### src/design/rde_pkg.sv
// rde_pkg: shared constants, command codes and types of the raster draw engine
// no dependencies; imported by every design file of the block
package rde_pkg;

    localparam int MAX_WIDTH  = 64;
    localparam int MAX_HEIGHT = 64;
    localparam int FRAC_BITS  = 16;

    localparam int X_BITS    = $clog2(MAX_WIDTH);
    localparam int Y_BITS    = $clog2(MAX_HEIGHT);
    localparam int ADDR_BITS = X_BITS + Y_BITS;
    localparam int MEM_DEPTH = MAX_WIDTH * MAX_HEIGHT;

    localparam int DIM_W   = 7;
    localparam int COORD_W = 16;
    localparam int COLOR_W = 32;
    localparam int REQ_W   = 3;
    localparam int CFG_IDX_W = 1;

    // line stepping widths
    localparam int LEN_W = COORD_W;
    localparam int DVD_W = LEN_W + FRAC_BITS;
    localparam int QUO_W = FRAC_BITS + 1;
    localparam int INC_W = FRAC_BITS + 2;
    localparam int POS_W = COORD_W + FRAC_BITS + 2;
    localparam int RND_W = POS_W - FRAC_BITS;

    localparam int QDEPTH = 2;
    localparam int QPTR_W = $clog2(QDEPTH);
    localparam int QCNT_W = $clog2(QDEPTH + 1);

    localparam logic [DIM_W-1:0] MAX_W_DIM = DIM_W'(MAX_WIDTH);
    localparam logic [DIM_W-1:0] MAX_H_DIM = DIM_W'(MAX_HEIGHT);

    localparam logic signed [INC_W-1:0] INC_ONE = {2'b01, {FRAC_BITS{1'b0}}};
    localparam logic signed [POS_W-1:0] POS_HALF = POS_W'(1) << (FRAC_BITS - 1);
    localparam logic signed [POS_W-1:0] POS_HALF_M1 = POS_HALF - POS_W'(1);

    // configuration register indexes
    localparam logic [CFG_IDX_W-1:0] REG_WIDTH  = 1'b0;
    localparam logic [CFG_IDX_W-1:0] REG_HEIGHT = 1'b1;

    // request codes on the input channel
    localparam logic [REQ_W-1:0] REQ_CLEAR = 3'd0;
    localparam logic [REQ_W-1:0] REQ_PIXEL = 3'd1;
    localparam logic [REQ_W-1:0] REQ_LINE  = 3'd2;
    localparam logic [REQ_W-1:0] REQ_RECT  = 3'd3;
    localparam logic [REQ_W-1:0] REQ_GRID  = 3'd4;
    localparam logic [REQ_W-1:0] REQ_TRI   = 3'd5;
    localparam logic [REQ_W-1:0] REQ_READ  = 3'd6;

    typedef enum logic [2:0] {
        OP_NOP   = 3'd0,
        OP_CLEAR = 3'd1,
        OP_PIXEL = 3'd2,
        OP_LINE  = 3'd3,
        OP_RECT  = 3'd4,
        OP_GRID  = 3'd5,
        OP_TRI   = 3'd6,
        OP_READ  = 3'd7
    } rde_op_t;

    typedef struct packed {
        rde_op_t                    op;
        logic [COLOR_W-1:0]         color;
        logic signed [COORD_W-1:0]  ax;
        logic signed [COORD_W-1:0]  ay;
        logic signed [COORD_W-1:0]  bx;
        logic signed [COORD_W-1:0]  by;
        logic signed [COORD_W-1:0]  cx;
        logic signed [COORD_W-1:0]  cy;
    } rde_cmd_t;

endpackage

### src/design/rde_front.sv
// rde_front: accepts request words, decodes the request type into an op
// and buffers commands in a short queue; uses rde_pkg
module rde_front (
    input  logic                           clk,
    input  logic                           rst_n,
    input  logic                           req_valid,
    output logic                           req_stall,
    input  logic [rde_pkg::REQ_W-1:0]      req_type,
    input  logic [rde_pkg::COLOR_W-1:0]    color,
    input  logic signed [rde_pkg::COORD_W-1:0] ax,
    input  logic signed [rde_pkg::COORD_W-1:0] ay,
    input  logic signed [rde_pkg::COORD_W-1:0] bx,
    input  logic signed [rde_pkg::COORD_W-1:0] by,
    input  logic signed [rde_pkg::COORD_W-1:0] cx,
    input  logic signed [rde_pkg::COORD_W-1:0] cy,
    output rde_pkg::rde_cmd_t              q_head,
    output logic                           q_valid,
    input  logic                           q_pop
);
    import rde_pkg::*;

    rde_cmd_t            q_mem [QDEPTH];
    logic [QPTR_W-1:0]   wr_ptr_reg;
    logic [QPTR_W-1:0]   rd_ptr_reg;
    logic [QCNT_W-1:0]   count_reg;
    rde_op_t             op;
    rde_cmd_t            cmd_in;
    logic                push;

    always_comb
    begin
        unique case (req_type)
            REQ_CLEAR: op = OP_CLEAR;
            REQ_PIXEL: op = OP_PIXEL;
            REQ_LINE:  op = OP_LINE;
            REQ_RECT:  op = OP_RECT;
            REQ_GRID:  op = OP_GRID;
            REQ_TRI:   op = OP_TRI;
            REQ_READ:  op = OP_READ;
            default:   op = OP_NOP;
        endcase
    end

    always_comb
    begin
        cmd_in.op    = op;
        cmd_in.color = color;
        cmd_in.ax    = ax;
        cmd_in.ay    = ay;
        cmd_in.bx    = bx;
        cmd_in.by    = by;
        cmd_in.cx    = cx;
        cmd_in.cy    = cy;
    end

    assign req_stall = (count_reg == QCNT_W'(QDEPTH));
    assign push      = req_valid && !req_stall;
    assign q_valid   = (count_reg != '0);
    assign q_head    = q_mem[rd_ptr_reg];

    always_ff @(posedge clk)
    begin
        if (push)
        begin
            q_mem[wr_ptr_reg] <= cmd_in;
        end
    end

    always_ff @(posedge clk or negedge rst_n)
    begin
        if (!rst_n)
        begin
            wr_ptr_reg <= '0;
            rd_ptr_reg <= '0;
            count_reg  <= '0;
        end
        else
        begin
            if (push)
            begin
                wr_ptr_reg <= wr_ptr_reg + QPTR_W'(1);
            end
            if (q_pop)
            begin
                rd_ptr_reg <= rd_ptr_reg + QPTR_W'(1);
            end
            if (push && !q_pop)
            begin
                count_reg <= count_reg + QCNT_W'(1);
            end
            else if (!push && q_pop)
            begin
                count_reg <= count_reg - QCNT_W'(1);
            end
        end
    end

endmodule

### config.mk
export PLATFORM = sky130hd
export DESIGN_NAME = rde_front
export DESIGN_NICKNAME = d
export VERILOG_FILES = /design/src/design/rde_pkg.sv /design/src/design/rde_front.sv
export SDC_FILE = /design/constraint.sdc
export NUM_CORES = 1
export LEC_CHECK = 0
export BUFFER_PORTS_ARGS = -buffer_cell sky130_fd_sc_hd__buf_4
export CAP_MARGIN = 0
export CORE_MARGIN = 5
export CORE_UTILIZATION = 39
export CTS_CLUSTER_DIAMETER = 60
export DETAILED_ROUTE_END_ITERATION = 16
export GPL_TIMING_DRIVEN = 0
export PLACE_DENSITY = 0.7
export SETUP_SLACK_MARGIN = 0.2
export SYNTH_ARGS = -nofsm -noshare
export SYNTH_HDL_FRONTEND = slang
export SYNTH_SLANG_ARGS = --single-unit
### constraint.sdc
create_clock -name clk -period 7.4 [get_ports clk]
set_input_delay 1.11 -clock clk [delete_from_list [all_inputs] [get_ports clk]]
set_output_delay 1.11 -clock clk [all_outputs]
set_load 0.03 [all_outputs]
==> results of run 1 <==
-- critical path, cell delays in order (launching register included) --
cell and delay [ns]:
dfrtp_1 0.33, buf_6 0.12, buf_8 0.17, buf_6 0.21, mux2_4 0.32, buf_4 0.17
-- cell families (layout without fill, tap and decap cells) --
logic type | count (synthesis) | count (layout) | synth area share
XOR/XNOR | 7 | 7 | 0.00613
adder cells (fa/ha/maj) | 1 | 1 | 0.00125
buffers and inverters | 19 | 344 | 0.0156
flip-flops | 266 | 266 | 0.796
multiplexers | 131 | 131 | 0.177
AND/OR/NAND/NOR | 7 | 7 | 0.00338
-- power by group through the flow --
stage | clock, mW | sequential [mW] | combinational (mW)
detailed placement | 0 | 2.17 | 2.42
floorplan | 0 | 2.19 | 1.60
finish | 1.35 | 2.14 | 2.38
CTS | 1.39 | 2.14 | 2.43
global route | 1.45 | 2.16 | 2.50
global placement | 0 | 2.23 | 2.33
-- layer usage --
metal	part of all wire	global-route usage	wire length, um
met1	0.38	0.161	7750
met3	0.096	0.0404	1940
met5	0	0	0
met4	0.016	0.0333	318
met2	0.51	0.226	10300
-- per-stage QoR --
| step | setup slack, ns | std cells |
|---|---|---|
| after floorplan | 2.35 | 431 |
| after global placement | 0.635 | 1028 |
| after detailed placement | 4.61 | 1034 |
| after CTS | 4.36 | 1086 |
| after global routing | 4.33 | 1086 |
| final | 4.43 | 1086 |
-- area by class of cell --
class                           count  area share
Tap cell                          330      0.0307
Multi-Input combinational cell    146       0.141
Inverter                            4     0.00111
Clock buffer                       31      0.0544
Clock inverter                     21      0.0126
Timing Repair Buffer              273       0.158
Buffer                             15      0.0105
Sequential cell                   266       0.592
-- synth_stat cells --
cell type	count
nor2_1	2
edfxtp_1	262
or2_2	1
inv_1	4
nand2_1	2
dfrtp_1	4
mux2_2	51
ha_1	1
buf_8	1
buf_6	9
and3_1	1
buf_2	5
nand2b_1	1
xor2_1	4
xnor2_1	3
mux2_4	80
-- path summary, 6_finish.rpt --
check | start | slack, ns | endpoint
min in group clk | count_reg[1]$_DFFE_PN0P_ | 0.49 | count_reg[1]$_DFFE_PN0P_
min reg2reg | count_reg[1]$_DFFE_PN0P_ | 0.49 | count_reg[1]$_DFFE_PN0P_
max reg2reg | count_reg[0]$_DFFE_PN0P_ | 5.25 | q_mem[1][88]$_DFFE_PP_
max in group asynchronous | rst_n | 6.93 | count_reg[0]$_DFFE_PN0P_
min | rst_n | 0.37 | count_reg[1]$_DFFE_PN0P_
max | rd_ptr_reg$_DFFE_PN0P_ | 4.43 | q_head[48]
==> impl_metrics.toml, run 1 <==
[logic_synthesis]
yosys_warnings = 0
avgSynthCellArea_um2 = 23.2
syn_nets = 567
ys_seq_area_frac = 0.796
synth_cell_types = 16
yosys_register_bits = 266
yosys-top-cells-area = "edfxtp_1, mux2_4, mux2_2"
synth_top_area_share = 0.786
synth_largest_area_cell = "edfxtp_1"
syn_inst = 431
syn-cell-area_um2 = 10000

[critical_path]
path_max_fanout = 10
r2r_cells = 4
critPathKind = "flip-flop to primary output"
endpoint_kind = "primary output"
crit_arrival_ns = 1.86
worstPathRequired_ns = 6.29
critPathLaunchType = "flip-flop"

[die]
start_util = 0.396
rows = 58
die_area_um2 = 29000
pin_count = 268
die-height_um = 170
die_width_um = 170
core_um2 = 25300

[power_and_ir_drop]
seqPwrFrac = 0.365
p_total_mw = 5.86
power.leakage_nw = 5.27
p_sw_frac = 0.340
p_comb_frac = 0.406
peakVddDrop_mv = 0.338
p_clk_frac = 0.229
p_sw_mw = 2.00
internal_power_mw = 3.87
power_per_cell_area_nw_per_um2 = 435

[clock_tree]
root_buffer = "clkbuf_16"
post-cts-setup-buffer-count = 0
clock_path_buffers = 3
h-tree-depth = 1
cts_buffers = 29
cts_hold_buffers = 0
clock-sinks = 266
cts_tree = "built"
cts_resized = 0
clkLatencyLatePin_ns = 0.52
cts.clk_slew.worst_paths_ns = 0.06

[timing]
fin_crit_sh = 0.402
drv_slew = 0
relSlewSlack = 0.671
max_freq_mhz = 336
skew_ns = 0.00671
hold_ws_ns = 0.369
worstMarginPinSlew_ns = 0.493
setup_viol = 0
hold_viol_final = 0
tns_ns = 0
min_period_ns = 2.97
rsz0062_at_grt = "no"

[grt]
antenna_found_initial = 0
grt_pass1_vias = 5380
grt.total_usage = 0.131
grt_pass1_wl_mm = 29.9
grt_max_degree = 66
grt_overflow = 0

[layout]
seqCellArea_um2 = 7970
final_cell_mix = "buf_4, edfxtp_1, mux2_4"
multi_input_comb_area_um2 = 1900
finalNetCount = 871
area_delta_synth_final_pct = 34.6
drive_above_1_share = 0.614
final_util = 0.533
fill_cells = 2007
n_antenna_cell = 0
fin_area_um2 = 13500
largest_reg_flops = 262
layout_commonest_cell = "buf_4"

[worst_hold_path]
worstHoldPathType = "primary input to asynchronous set/reset pin"

[outcome]
status = "complete, no violations"

[drt]
dr.pass1.iters = 4
avgViaCountPerCell = 4.58
drt_first_iter_violations = 201
wl_mm = 20.3
drcViolationCount = 0
ant_nets = 0
num_vias = 4969
drt-wirelength-per-cell_um = 18.7

[place]
dp_hpwl_mm = 14.4
place_congestion = 0.766
dpl_cell_area_um2 = 12600
port_buffers = 267

[flow_run]
max_cap_viol_count = 0
Power figures use the tool's default switching activity.
==> run 2: changes to the inputs <==
- ABC_AREA: not set -> 1
- PLACE_DENSITY: 0.7 -> 0.73
- clock period: 7.4 -> 2.4 ns (I/O delays scaled with it)
==> run 2 against run 1 <==
Effect of this change:
- hold slack worse by 0.34 ns
- combinational power grew to 3.4 times the previous value
- worst setup slack worse by 4.2 ns
- first-iteration DRC count is 30% higher
- critical path depth stayed put
- clock power grew to 3.3 times the previous value
- count of clock-buffer cells in the layout is 2 higher
- flip-flop and latch count stayed put
- final area is 10% higher
- synthesized cell count is 2.3% higher
- critical path type unchanged
==> impl_metrics.toml, run 2 <==
[layout]
drive_above_1_share = 0.546
area_delta_synth_final_pct = 48.0
finalNetCount = 983
final_cell_mix = "edfxtp_1, buf_4, dlygate4sd3_1"
fin_area_um2 = 14800
layout_commonest_cell = "edfxtp_1"
fill_cells = 1872
fin_cells = 1198
largest_reg_flops = 262

[critical_path]
r2r_end = "q_mem[0][21]$_DFFE_PP_"
critPathCapture = "q_head[77]"
worstPathRequired_ns = 2.04
critPathKind = "flip-flop to primary output"
crit_cells = 5
worst-path-buf-inv = 4
timing.rr.start = "count_reg[1]$_DFFE_PN0P_"
crit_top_cell = "buf_12"
endpoint_kind = "primary output"
r2r_cells = 7
crit_arrival_ns = 1.82
cp_top_family = "buffers and inverters"
r2r_setup_slack_ns = 0.45
slowest_delay_ns = 0.37
path_max_fanout = 10
crit_chain = "buf_6 -> buf_12 -> buf_12 -> mux2_4 -> buf_4"
critPathLaunch = "rd_ptr_reg$_DFFE_PN0P_"
cp_slowest_cell = "dfrtp_1"
critPathLaunchType = "flip-flop"

[logic_synthesis]
yosys_most_used_dff = "edfxtp_1"
yosys_register_bits = 266
ys_seq_area_frac = 0.795
syn_inst = 441
synth_largest_area_cell = "edfxtp_1"
syn_nets = 577
yosys-top-cells-area = "edfxtp_1, mux2_4, mux2_2"
synth_edf_count = 262
synth_cell_types = 16
synth_common_cells = "edfxtp_1, mux2_4, mux2_2"
async_flop_share = 0.0150
synth_top_area_share = 0.785
yosysMostFrequentCell = "edfxtp_1"
avgSynthCellArea_um2 = 22.7
syn-cell-area_um2 = 10000
yosys_warnings = 0

[drt]
avgViaCountPerCell = 4.55
drcViolationCount = 0
num_vias = 5454
drt-wirelength-per-cell_um = 17.9
dr.pass1.iters = 4
ant_nets = 0
wl_mm = 21.5
drt_first_iter_violations = 261

[die]
rows = 58
pin_count = 268
start_util = 0.397
die_area_um2 = 29000
die-height_um = 170
core_um2 = 25300
die_width_um = 170

[power_and_ir_drop]
internal_power_mw = 12.7
p_sw_frac = 0.331
p_comb_frac = 0.423
p_sw_mw = 6.30
seqPwrFrac = 0.345
p_clk_frac = 0.233
power.leakage_nw = 5.85
peakVddDrop_mv = 0.767
power_per_cell_area_nw_per_um2 = 1280

[timing]
max_freq_mhz = 458
fin_ws_ns = 0.218
skew_ns = 0.0132
hold_viol_final = 0
worstMarginPinSlew_ns = 0.462
drv_slew = 0
fin_crit_sh = 0.909
rsz0062_at_grt = "yes"
relSlewSlack = 0.689
min_period_ns = 2.18
setup_viol = 0

[clock_tree]
cts.clk_slew.worst_paths_ns = 0.06
cts_tree = "built"
root_buffer = "clkbuf_16"
clkLatencyLatePin_ns = 0.53
clock_path_buffers = 3
clock-sinks = 266
h-tree-depth = 1
cts_buffers = 28

[grt]
grt_max_degree = 35
antenna_found_initial = 1
grt_pass1_vias = 5880
grt_pass1_wl_mm = 31.4
grt_overflow = 0
grt.total_usage = 0.138

[place]
dp_slack_ns = 0.198
dpl_cell_area_um2 = 12600
dp_hpwl_mm = 14.2
placed_cells = 1046
port_buffers = 267
place_congestion = 0.721

[outcome]
status = "complete, no violations"

[worst_hold_path]
hp-start = "cx[12]"
worstHoldPathType = "primary input to flip-flop"

[flow_run]
max_cap_viol_count = 0
## run 2: cell types whose count changed after synthesis, sizes merged
cell    before  now
nand3        0    1
nand2        2    9
xor2         4    2
nor2         2    3
nand4        0    1
and3         1    0
nand2b       1    0
xnor2        3    2
or2          1    0
inv          4    9
o21ai        0    1
## run 2: worst min path at each step
stage                               endpoint  slack, ns  cells past startpoint
finish                q_mem[1][28]$_DFFE_PP_       0.03                      1
global route          q_mem[0][86]$_DFFE_PP_     0.0002                      1
CTS                   q_mem[1][28]$_DFFE_PP_     0.0004                      1
detailed placement  count_reg[0]$_DFFE_PN0P_       0.16                      1
global placement    count_reg[0]$_DFFE_PN0P_       0.16                      1
floorplan           count_reg[0]$_DFFE_PN0P_       0.06                      0
## run 2: through the flow
step / TNS [ns] / util / power [mW] / hold slack, ns
after CTS: 0 / 0.580 / 18.9 / 0.000357
after global routing: 0 / 0.587 / 19.8 / 0.000181
after global placement: -488.65 / 0.494 / 14.0 / 0.161
final: 0 / 0.587 / 19.0 / 0.0282
after detailed placement: 0 / 0.500 / 14.1 / 0.163
after floorplan: -178.29 / - / 11.6 / 0.0644
## run 2: kinds of logic (layout without fill, tap and decap cells)
logic type               count (synthesis)  after routing  share of synthesized area
flip-flops                             266            266                      0.795
multiplexers                           131            131                      0.177
AND/OR/NAND/NOR                         14             14                    0.00561
XOR/XNOR                                 4              4                    0.00349
other                                    0              1                          0
buffers and inverters                   24            450                     0.0175
AO/OA/AOI/OAI                            1              1                   0.000499
adder cells (fa/ha/maj)                  1              1                    0.00125
## run 2: metal layers
metal,routed length (um),global-route usage,part of all wire
met5,0,0,0
met2,11500,0.258,0.53
met1,7840,0.154,0.37
met3,1690,0.0381,0.079
met4,469,0.0358,0.022
## run 2: power groups by stage
stage | Combinational [mW] | Sequential (mW) | Clock [mW]
2_1_floorplan | 4.93 | 6.66 | 0
3_3_place_gp | 7.26 | 6.74 | 0
3_5_place_dp | 7.50 | 6.65 | 0
4_1_cts | 7.85 | 6.56 | 4.54
5_1_grt | 8.42 | 6.64 | 4.78
6_report | 8.04 | 6.56 | 4.43
## run 2: layout make-up
cell class	instances	area, um^2	share of cell area
well taps	330	413	0.0278
inverters	9	37.5	0.00253
flip-flops and latches	266	7970	0.537
plain buffers	15	229	0.0154
clock buffers	33	741	0.0499
diodes	1	2.50	0.000169
multi-input cells	151	1910	0.129
repair buffers	376	3320	0.223
clock inverters	17	221	0.0149
## run 2: timing repair
action,4_1_cts,5_1_grt
setup endpoints to repair,123,130
hold buffers,95,2
cloned,0,1
pin swaps,1,0
endpoints found under the hold margin,187,4
setup buffers,3,0
resized for setup,16,39
## run 2: worst register-to-register path, cell delays in order, from the launching register on
cell        delay [ns]
dfrtp_1           0.38
inv_1             0.15
nor2_4            0.06
nor2_2            0.12
nand2_2           0.09
clkinvlp_4        0.34
buf_12            0.25
buf_12            0.24
